<file path="src/design/cdll_pkg.sv">
// ----------------------------------------------------------------------------
// cdll_pkg
// Shared constants for the cursor doubly linked list: operation codes,
// status codes and default sizes.
// ----------------------------------------------------------------------------
package cdll_pkg;

  localparam int SLOTS_DEF       = 64;
  localparam int HANDLE_BITS_DEF = 32;

  localparam int OP_W = 3;

  localparam logic [OP_W-1:0] OP_APPEND = 3'd0;
  localparam logic [OP_W-1:0] OP_NEXT   = 3'd1;
  localparam logic [OP_W-1:0] OP_PREV   = 3'd2;
  localparam logic [OP_W-1:0] OP_REMOVE = 3'd3;
  localparam logic [OP_W-1:0] OP_CLEAR  = 3'd4;

  typedef enum logic [1:0] {
    ST_DONE  = 2'd0,
    ST_FULL  = 2'd1,
    ST_EMPTY = 2'd2
  } status_t;

endpackage

</file>
<file path="src/design/cdll_ram.sv">
// ----------------------------------------------------------------------------
// cdll_ram
// Generic single write port, single read port RAM with registered read.
// A read of the address being written returns the new data.
// ----------------------------------------------------------------------------
module cdll_ram #(
  parameter int WIDTH = 32,
  parameter int DEPTH = 64
) (
  input  logic                     clk,
  input  logic                     we,
  input  logic [$clog2(DEPTH)-1:0] waddr,
  input  logic [WIDTH-1:0]         wdata,
  input  logic [$clog2(DEPTH)-1:0] raddr,
  output logic [WIDTH-1:0]         rdata
);

  logic [WIDTH-1:0] mem [DEPTH];
  logic [WIDTH-1:0] rdata_r;

  always_ff @(posedge clk) begin
    if (we) begin
      mem[waddr] <= wdata;
    end
    if (we && (waddr == raddr)) begin
      rdata_r <= wdata;
    end else begin
      rdata_r <= mem[raddr];
    end
  end

  assign rdata = rdata_r;

endmodule

</file>
<file path="src/design/cursor_doubly_linked_list_core.sv">
// A result is held in the s1 register after the edge that accepts its item,
// then in the output register; a stalled output holds it in s1.
// Throughput: one item per cycle while in_stall is low. The list operation is
// combinational on link and payload RAM words prefetched at the next cursor slot.
// Reset (synchronous, rst_n low) empties the list: slot bitmap, head, tail,
// cursor and count go to zero. Link and payload RAMs are not cleared.
// ----------------------------------------------------------------------------
// cursor_doubly_linked_list_core
// Bounded doubly linked list of handles with a cursor: append, next,
// previous, remove at cursor and clear, one item per cycle while in_stall is low.
// ----------------------------------------------------------------------------
module cursor_doubly_linked_list_core #(
  parameter int SLOTS       = cdll_pkg::SLOTS_DEF,
  parameter int HANDLE_BITS = cdll_pkg::HANDLE_BITS_DEF,
  parameter int IDX_W       = $clog2(SLOTS),
  parameter int CNT_W       = $clog2(SLOTS + 1)
) (
  input  logic                       clk,
  input  logic                       rst_n,
  input  logic                       in_valid,
  output logic                       in_stall,
  input  logic [cdll_pkg::OP_W-1:0]  in_op,
  input  logic [HANDLE_BITS-1:0]     in_song_handle,
  output logic                       out_valid,
  input  logic                       out_stall,
  output logic [HANDLE_BITS-1:0]     out_cursor_song,
  output logic                       out_cursor_valid,
  output logic [CNT_W-1:0]           out_entry_count,
  output logic [1:0]                 out_status
);

  localparam logic [CNT_W-1:0] SLOTS_CNT = CNT_W'(SLOTS);
  localparam logic [CNT_W-1:0] ONE_CNT   = CNT_W'(1);

  logic                  in_accept;
  logic                  s1_move;

  logic [SLOTS-1:0]      in_use_r, in_use_nxt;
  logic [IDX_W-1:0]      head_r, head_nxt;
  logic [IDX_W-1:0]      tail_r, tail_nxt;
  logic [IDX_W-1:0]      cursor_r, cursor_nxt;
  logic [CNT_W-1:0]      count_r, count_nxt;

  logic                  s1_valid_r, s1_valid_nxt;
  cdll_pkg::status_t     s1_status_r, status;
  logic [CNT_W-1:0]      s1_count_r;

  logic                  out_valid_r;
  logic [HANDLE_BITS-1:0] out_song_r;
  logic                  out_cvalid_r;
  logic [CNT_W-1:0]      out_count_r;
  cdll_pkg::status_t     out_status_r;

  logic [SLOTS-1:0]      free_v, free_oh;
  logic [IDX_W-1:0]      free_idx;

  logic                  pay_we;
  logic [HANDLE_BITS-1:0] pay_rdata;
  logic                  nl_we, pl_we;
  logic [IDX_W-1:0]      nl_waddr, nl_wdata, nl_rdata;
  logic [IDX_W-1:0]      pl_waddr, pl_wdata, pl_rdata;

  assign in_stall  = s1_valid_r && out_valid_r && out_stall;
  assign in_accept = in_valid && !in_stall;
  assign s1_move   = s1_valid_r && (!out_valid_r || !out_stall);

  // lowest free slot: isolate lowest set bit, then encode
  assign free_v  = ~in_use_r;
  assign free_oh = free_v & (~free_v + SLOTS'(1));

  always_comb begin
    free_idx = '0;
    for (int i = 0; i < SLOTS; i++) begin
      if (free_oh[i]) begin
        free_idx = free_idx | IDX_W'(i);
      end
    end
  end

  always_comb begin
    head_nxt   = head_r;
    tail_nxt   = tail_r;
    cursor_nxt = cursor_r;
    count_nxt  = count_r;
    in_use_nxt = in_use_r;
    status     = cdll_pkg::ST_DONE;
    pay_we     = 1'b0;
    nl_we      = 1'b0;
    nl_waddr   = tail_r;
    nl_wdata   = free_idx;
    pl_we      = 1'b0;
    pl_waddr   = free_idx;
    pl_wdata   = tail_r;
    if (in_accept) begin
      unique case (in_op)
        cdll_pkg::OP_APPEND: begin
          if (count_r == SLOTS_CNT) begin
            status = cdll_pkg::ST_FULL;
          end else begin
            pay_we               = 1'b1;
            in_use_nxt[free_idx] = 1'b1;
            count_nxt            = count_r + ONE_CNT;
            if (count_r == '0) begin
              head_nxt   = free_idx;
              tail_nxt   = free_idx;
              cursor_nxt = free_idx;
            end else begin
              nl_we    = 1'b1;
              pl_we    = 1'b1;
              tail_nxt = free_idx;
            end
          end
        end
        cdll_pkg::OP_NEXT: begin
          if (count_r == '0) begin
            status = cdll_pkg::ST_EMPTY;
          end else begin
            cursor_nxt = (cursor_r == tail_r) ? head_r : nl_rdata;
          end
        end
        cdll_pkg::OP_PREV: begin
          if (count_r == '0) begin
            status = cdll_pkg::ST_EMPTY;
          end else if (cursor_r != head_r) begin
            cursor_nxt = pl_rdata;
          end
        end
        cdll_pkg::OP_REMOVE: begin
          if (count_r == '0) begin
            status = cdll_pkg::ST_EMPTY;
          end else if (count_r == ONE_CNT) begin
            in_use_nxt = '0;
            head_nxt   = '0;
            tail_nxt   = '0;
            cursor_nxt = '0;
            count_nxt  = '0;
          end else begin
            in_use_nxt[cursor_r] = 1'b0;
            count_nxt            = count_r - ONE_CNT;
            if (cursor_r == head_r) begin
              head_nxt   = nl_rdata;
              cursor_nxt = nl_rdata;
            end else if (cursor_r == tail_r) begin
              tail_nxt   = pl_rdata;
              cursor_nxt = pl_rdata;
            end else begin
              // unlink a middle entry
              nl_we      = 1'b1;
              nl_waddr   = pl_rdata;
              nl_wdata   = nl_rdata;
              pl_we      = 1'b1;
              pl_waddr   = nl_rdata;
              pl_wdata   = pl_rdata;
              cursor_nxt = nl_rdata;
            end
          end
        end
        cdll_pkg::OP_CLEAR: begin
          in_use_nxt = '0;
          head_nxt   = '0;
          tail_nxt   = '0;
          cursor_nxt = '0;
          count_nxt  = '0;
        end
        default: begin
        end
      endcase
    end
  end

  // read addresses follow the next cursor, so read data lines up with cursor_r
  cdll_ram #(.WIDTH(HANDLE_BITS), .DEPTH(SLOTS)) u_payload_ram (
    .clk   (clk),
    .we    (pay_we),
    .waddr (free_idx),
    .wdata (in_song_handle),
    .raddr (cursor_nxt),
    .rdata (pay_rdata)
  );

  cdll_ram #(.WIDTH(IDX_W), .DEPTH(SLOTS)) u_next_ram (
    .clk   (clk),
    .we    (nl_we),
    .waddr (nl_waddr),
    .wdata (nl_wdata),
    .raddr (cursor_nxt),
    .rdata (nl_rdata)
  );

  cdll_ram #(.WIDTH(IDX_W), .DEPTH(SLOTS)) u_prev_ram (
    .clk   (clk),
    .we    (pl_we),
    .waddr (pl_waddr),
    .wdata (pl_wdata),
    .raddr (cursor_nxt),
    .rdata (pl_rdata)
  );

  assign s1_valid_nxt = in_accept || (s1_valid_r && !s1_move);

  always_ff @(posedge clk) begin
    if (!rst_n) begin
      in_use_r    <= '0;
      head_r      <= '0;
      tail_r      <= '0;
      cursor_r    <= '0;
      count_r     <= '0;
      s1_valid_r  <= 1'b0;
      out_valid_r <= 1'b0;
    end else begin
      in_use_r   <= in_use_nxt;
      head_r     <= head_nxt;
      tail_r     <= tail_nxt;
      cursor_r   <= cursor_nxt;
      count_r    <= count_nxt;
      s1_valid_r <= s1_valid_nxt;
      if (s1_move) begin
        out_valid_r <= 1'b1;
      end else if (!out_stall) begin
        out_valid_r <= 1'b0;
      end
    end
  end

  always_ff @(posedge clk) begin
    if (in_accept) begin
      s1_status_r <= status;
      s1_count_r  <= count_nxt;
    end
    if (s1_move) begin
      out_cvalid_r <= (s1_count_r != '0);
      out_song_r   <= (s1_count_r != '0) ? pay_rdata : '0;
      out_count_r  <= s1_count_r;
      out_status_r <= s1_status_r;
    end
  end

  assign out_valid        = out_valid_r;
  assign out_cursor_song  = out_song_r;
  assign out_cursor_valid = out_cvalid_r;
  assign out_entry_count  = out_count_r;
  assign out_status       = out_status_r;

`ifndef ASSERT_OFF
  a_count_bound: assert property (@(posedge clk) disable iff (!rst_n)
    count_r <= SLOTS_CNT)
    else $error("entry count above slot total");

  a_bitmap_count: assert property (@(posedge clk) disable iff (!rst_n)
    $countones(in_use_r) == 32'(count_r))
    else $error("slot bitmap disagrees with entry count");

  a_empty_ptrs: assert property (@(posedge clk) disable iff (!rst_n)
    (count_r == '0) |-> (cursor_r == '0 && head_r == '0 && tail_r == '0))
    else $error("pointers not cleared on empty list");

  a_out_cvalid: assert property (@(posedge clk) disable iff (!rst_n)
    out_valid_r |-> (out_cvalid_r == (out_count_r != '0)))
    else $error("cursor valid disagrees with count");

  a_append_grows: assert property (@(posedge clk) disable iff (!rst_n)
    (in_accept && in_op == cdll_pkg::OP_APPEND && count_r != SLOTS_CNT)
    |=> (count_r == $past(count_r) + ONE_CNT))
    else $error("append did not add an entry");
`endif

endmodule

</file>
<file path="config.mk">
export PLATFORM = sky130hd
export DESIGN_NAME = cursor_doubly_linked_list_core
export DESIGN_NICKNAME = d
export VERILOG_FILES = /design/src/design/cdll_pkg.sv /design/src/design/cdll_ram.sv /design/src/design/cursor_doubly_linked_list_core.sv
export SDC_FILE = /design/constraint.sdc
export NUM_CORES = 2
export LEC_CHECK = 0
export ABC_CLOCK_PERIOD_IN_PS = 8500
export BUFFER_PORTS_ARGS = -buffer_cell sky130_fd_sc_hd__buf_2
export CORE_ASPECT_RATIO = 0.9
export CORE_MARGIN = 2
export CORE_UTILIZATION = 57
export CTS_CLUSTER_DIAMETER = 150
export CTS_CLUSTER_SIZE = 25
export DETAILED_ROUTE_END_ITERATION = 7
export GPL_ROUTABILITY_DRIVEN = 0
export PLACE_DENSITY = 0.73
export SLEW_MARGIN = 20
export SYNTH_ARGS = -nofsm -noshare
export SYNTH_HDL_FRONTEND = slang
export SYNTH_SLANG_ARGS = --single-unit
</file>
<file path="constraint.sdc">
create_clock -name clk -period 8.5 [get_ports clk]
set_input_delay 0 -clock clk [delete_from_list [all_inputs] [get_ports clk]]
set_output_delay 0 -clock clk [all_outputs]
set_load 0.02 [all_outputs]
</file>
==> metrics.md <==
| Metric | Value |
|---|---|
| Synth Area in XOR/XNOR | 0.0895% |
| Drt drc | 0 |
| Die X | 482 um |
| Total congestion overflow | 0 |
| Final Hold Fails | 0 |
| Crit end category | register |
| Max Cap Viol | 0 |
| Global-route usage over all layers | 27.9% |
| Via count | 59,984 |
| Clk buf depth | 3 |
| Vias per std cell | 7.07 |
| Synth Cell Area | 0.117 mm^2 |
| Inst Count DP | 8,266 |
| Hold slack | 72.8 ps |
| Mux cell area share after synthesis | 16.9% |
| Register area share after synthesis | 75.0% |
| CP startpoint kind | register |
| First-pass GRT wire length | 417 mm |
| Die height | 434 um |
| # clock sinks | 2,964 |
| Initial core utilization | 57.1% |
| Vias in the first global route | 58,194 |
| Outcome | complete, no violations |
| Fin nets | 5,774 |
| Fin crit share | 75.9% |
| Post-Route WL | 290 mm |
| Crit-path slowest cell | or4_1 |
| CTS H-Tree Depth | 4 |
| CP Buf/Inv Count | 2 |
| Min-delay src | out_stall |
| Routed Antenna Nets | 0 |
| FF-to-FF path depth | 9 |
| FP Rows | 158 |
| Worst Setup Path Type | register to register |
| Worst min-delay path class | input pin to register |
| Fin. max-slew vios | 0 |
| Post-DP HPWL | 160 mm |
| Routed WL per cell | 34.2 um |
| Critical Path Max Stage Delay | 1110 ps |
| Slew HR | 21.3% |
| Fillcell total | 13,855 |
| Area fraction in compound gates after synthesis | 2.76% |
| Layout area overhead | 6.97% |
| PortBufs | 82 |
| Delay-heaviest family, CP | simple AND/OR/NAND/NOR gates |
| IO Count | 83 |
| Peak VDD IR | 0.234 mV |
| Largest net degree at the start of global routing | 150 |
| Async S/R FF share, synth | 0% |
| Layout cells sized above 1 | 23.4% |
| Yosys warnings | 0 |
| Worst-path fanout max | 80 |
| Synth Area in Simple Gates | 3.78% |
| CORE AREA | 0.205 mm^2 |
| Worst path depth | 9 |
| Setup bufs post-CTS | 0 |
| First-pass detailed-route iteration total | 8 |
| Top FF cell, synth | edfxtp_1 |
| Fmax achieved | 155 MHz |
| Die ar. | 0.210 mm^2 |
| Finished Layout Cells | 8,489 |
| Required @ worst endpoint | 8980 ps |
| DRT iter0 DRCs | 9,754 |
| Clock-pin slew on the worst setup and hold paths | 110 ps |
| Pwr per Cell Area | 201 mW/mm^2 |
| Final min period | 6450 ps |
| Finish-stage setup viols | 0 |
| Worst Tran Pin Value | 1180 ps |
| Post-Syn Nets | 5,693 |
| Area of the multi-input gates | 0.0281 mm^2 |
| Root Buffer | clkbuf_16 |
| Hold path depth | 3 |
| Register area | 0.0881 mm^2 |
| Fin Setup TNS | 0 ps |
| Largest family of logic cells by synthesized area | multiplexers |
| Avg Cell Area, Syn | 20.8 um^2 |
| Adder-Cell Fraction of Synth Area | 0.0320% |
| Pleak | 37.2 nW |
| Cts bufs inserted | 136 |
| Cells after Synth | 5,651 |
| Clk_lat worst skew | 840 ps |
| Clock Skews | 35.8 ps |
| Initial antenna violation count | 2 |
| Arrival @ worst endpoint | 6930 ps |
| RSZ-0062 raised after global routing | no |
| Synthesis-stage register bit count | 2,964 |
| TritonCTS clock tree | built |
| Synth unique cells | 95 |
| Critical path, cell by cell | buf_12, mux4_2, mux4_2, nor2_1, a211oi_1, mux2i_2, clkinv_2, or4_1, nor2_1 |
| Post-synth EDFFs | 2,867 |
layout make-up:
class	instances	area share, %
clock inverters	8	0.0847
diodes	2	0.00399
well taps	2720	2.71
clock buffers	165	2.90
inverters	30	0.0947
flip-flops and latches	2964	70.1
repair buffers	267	1.68
multi-input cells	2333	22.4
where the power goes:
part,internal (W),switching [W],total [W]
Sequential,0.0160,0.0000762,0.0161
Combinational,0.000774,0.00104,0.00182
Clock,0.00306,0.00425,0.00730
Total,0.0198,0.00536,0.0252
through the flow:
step,utilization (%),setup slack (ps),area (um^2),total power [W]
floorplan,-,2410,117000,0.0176
global placement,59.0,2490,121000,0.0182
detailed placement,59.0,2340,121000,0.0182
CTS,61.1,2340,125000,0.0253
global route,61.1,1660,126000,0.0259
finish,61.1,2050,126000,0.0252
routing by layer:
metal	wire, um	up-vias	track usage, %	share of wire [%]
li1	-	23631	-	-
met1	112000	31623	42.1	39
met2	134000	4182	41.9	46
met3	35200	546	6.03	12
met4	8610	2	7.50	3.0
met5	11	-	0	0.0038
placed cells by master, fill, tap and decap left out, types with 9 or more instances in the layout:
cell type / Yosys / layout
edfxtp_1: 2867 / 2867
mux4_2: 836 / 836
nor2_1: 314 / 286
o21ai_0: 160 / 160
clkbuf_16: 0 / 142
nand2_1: 143 / 140
buf_4: 24 / 138
a21oi_1: 96 / 95
dfxtp_1: 97 / 91
mux2i_1: 88 / 87
buf_2: 91 / 73
nand3_1: 55 / 55
and2_1: 51 / 51
nor3_1: 66 / 49
a211oi_1: 45 / 45
dlygate4sd3_1: 0 / 44
nand4_1: 35 / 35
nor2b_1: 31 / 30
o22ai_1: 29 / 29
nor2_4: 0 / 27
inv_1: 27 / 25
a31oi_1: 24 / 24
clkbuf_1: 174 / 23
nand2b_1: 22 / 22
or3_1: 20 / 20
nor3_2: 1 / 18
nor4_1: 28 / 18
a22oi_1: 17 / 17
and3_1: 23 / 14
a21boi_0: 15 / 14
or4_1: 13 / 13
o221ai_1: 13 / 13
nand3b_1: 12 / 12
nor4_2: 2 / 12
o221a_2: 12 / 12
a221oi_1: 10 / 10
o31ai_1: 10 / 10
or2_2: 10 / 10
and3_2: 0 / 9
Yosys cell counts (7+ instances only):
cell type,count,area [um^2]
nor4_1,28,175
a21boi_0,15,113
nor2_1,314,1180
or3_1,20,125
mux2i_1,88,881
buf_6,12,135
buf_4,24,180
nand2_1,143,537
or4_1,13,97.6
o221ai_1,13,114
nor3b_1,8,60.1
o211a_1,7,70.1
a22oi_1,17,128
o221a_2,12,135
buf_1,16,60.1
o31ai_1,10,75.1
nand4_1,35,219
o22ai_1,29,181
nand3b_1,12,90.1
dfxtp_1,97,1940
a31oi_1,24,150
or2_2,10,62.6
and3_1,23,144
a21oi_1,96,480
and2_1,51,319
a221oi_1,10,87.6
clkbuf_1,174,653
buf_2,91,455
o21a_1,7,52.6
mux2_2,8,90.1
mux4_2,836,18800
a211oi_1,45,338
nand2b_1,22,138
nor3_1,66,330
inv_1,27,101
nor2b_1,31,194
o21ai_0,160,801
nand3_1,55,275
edfxtp_1,2867,86100
sequential cells by signal, summed over array words and instances (netlist names), 6 cells and up, named ones only:
| register | flops |
|---|---|
| s1_count_r | 7 |
| tail_r | 6 |
| cursor_r | 6 |
| count_r | 7 |
| u_next_ram.mem | 384 |
| out_entry_count | 7 |
| out_cursor_song | 32 |
| head_r | 6 |
| u_payload_ram.mem | 2048 |
| u_prev_ram.mem | 384 |
| in_use_r | 64 |
cell families (layout without fill, tap and decap cells):
| group | count (synthesis) | after routing |
|---|---|---|
| flops | 2964 | 2964 |
| fa+ha+maj | 3 | 3 |
| buf+inv | 354 | 470 |
| simple gates | 880 | 880 |
| mux | 935 | 935 |
| xor+xnor | 12 | 12 |
| other cells | 0 | 2 |
| compound gates | 503 | 503 |
worst paths after layout:
path	end	slack, ps
min reg2reg	out_status[0]	450
max	u_next_ram.mem[4][5]	2050
min	out_entry_count[5]	70
max reg2reg	u_next_ram.mem[4][5]	2050
tightest hold or removal path, stage by stage:
cell and delay [ps]:
dlygate4sd3_1 510, buf_2 140, a21boi_4 90
what timing repair did:
action / CTS / global route
hold buffers: 44 / 0
hold endpoints to repair: 2158 / 0
resized for setup: 0 / 0
(Power assumes the default switching activity.)
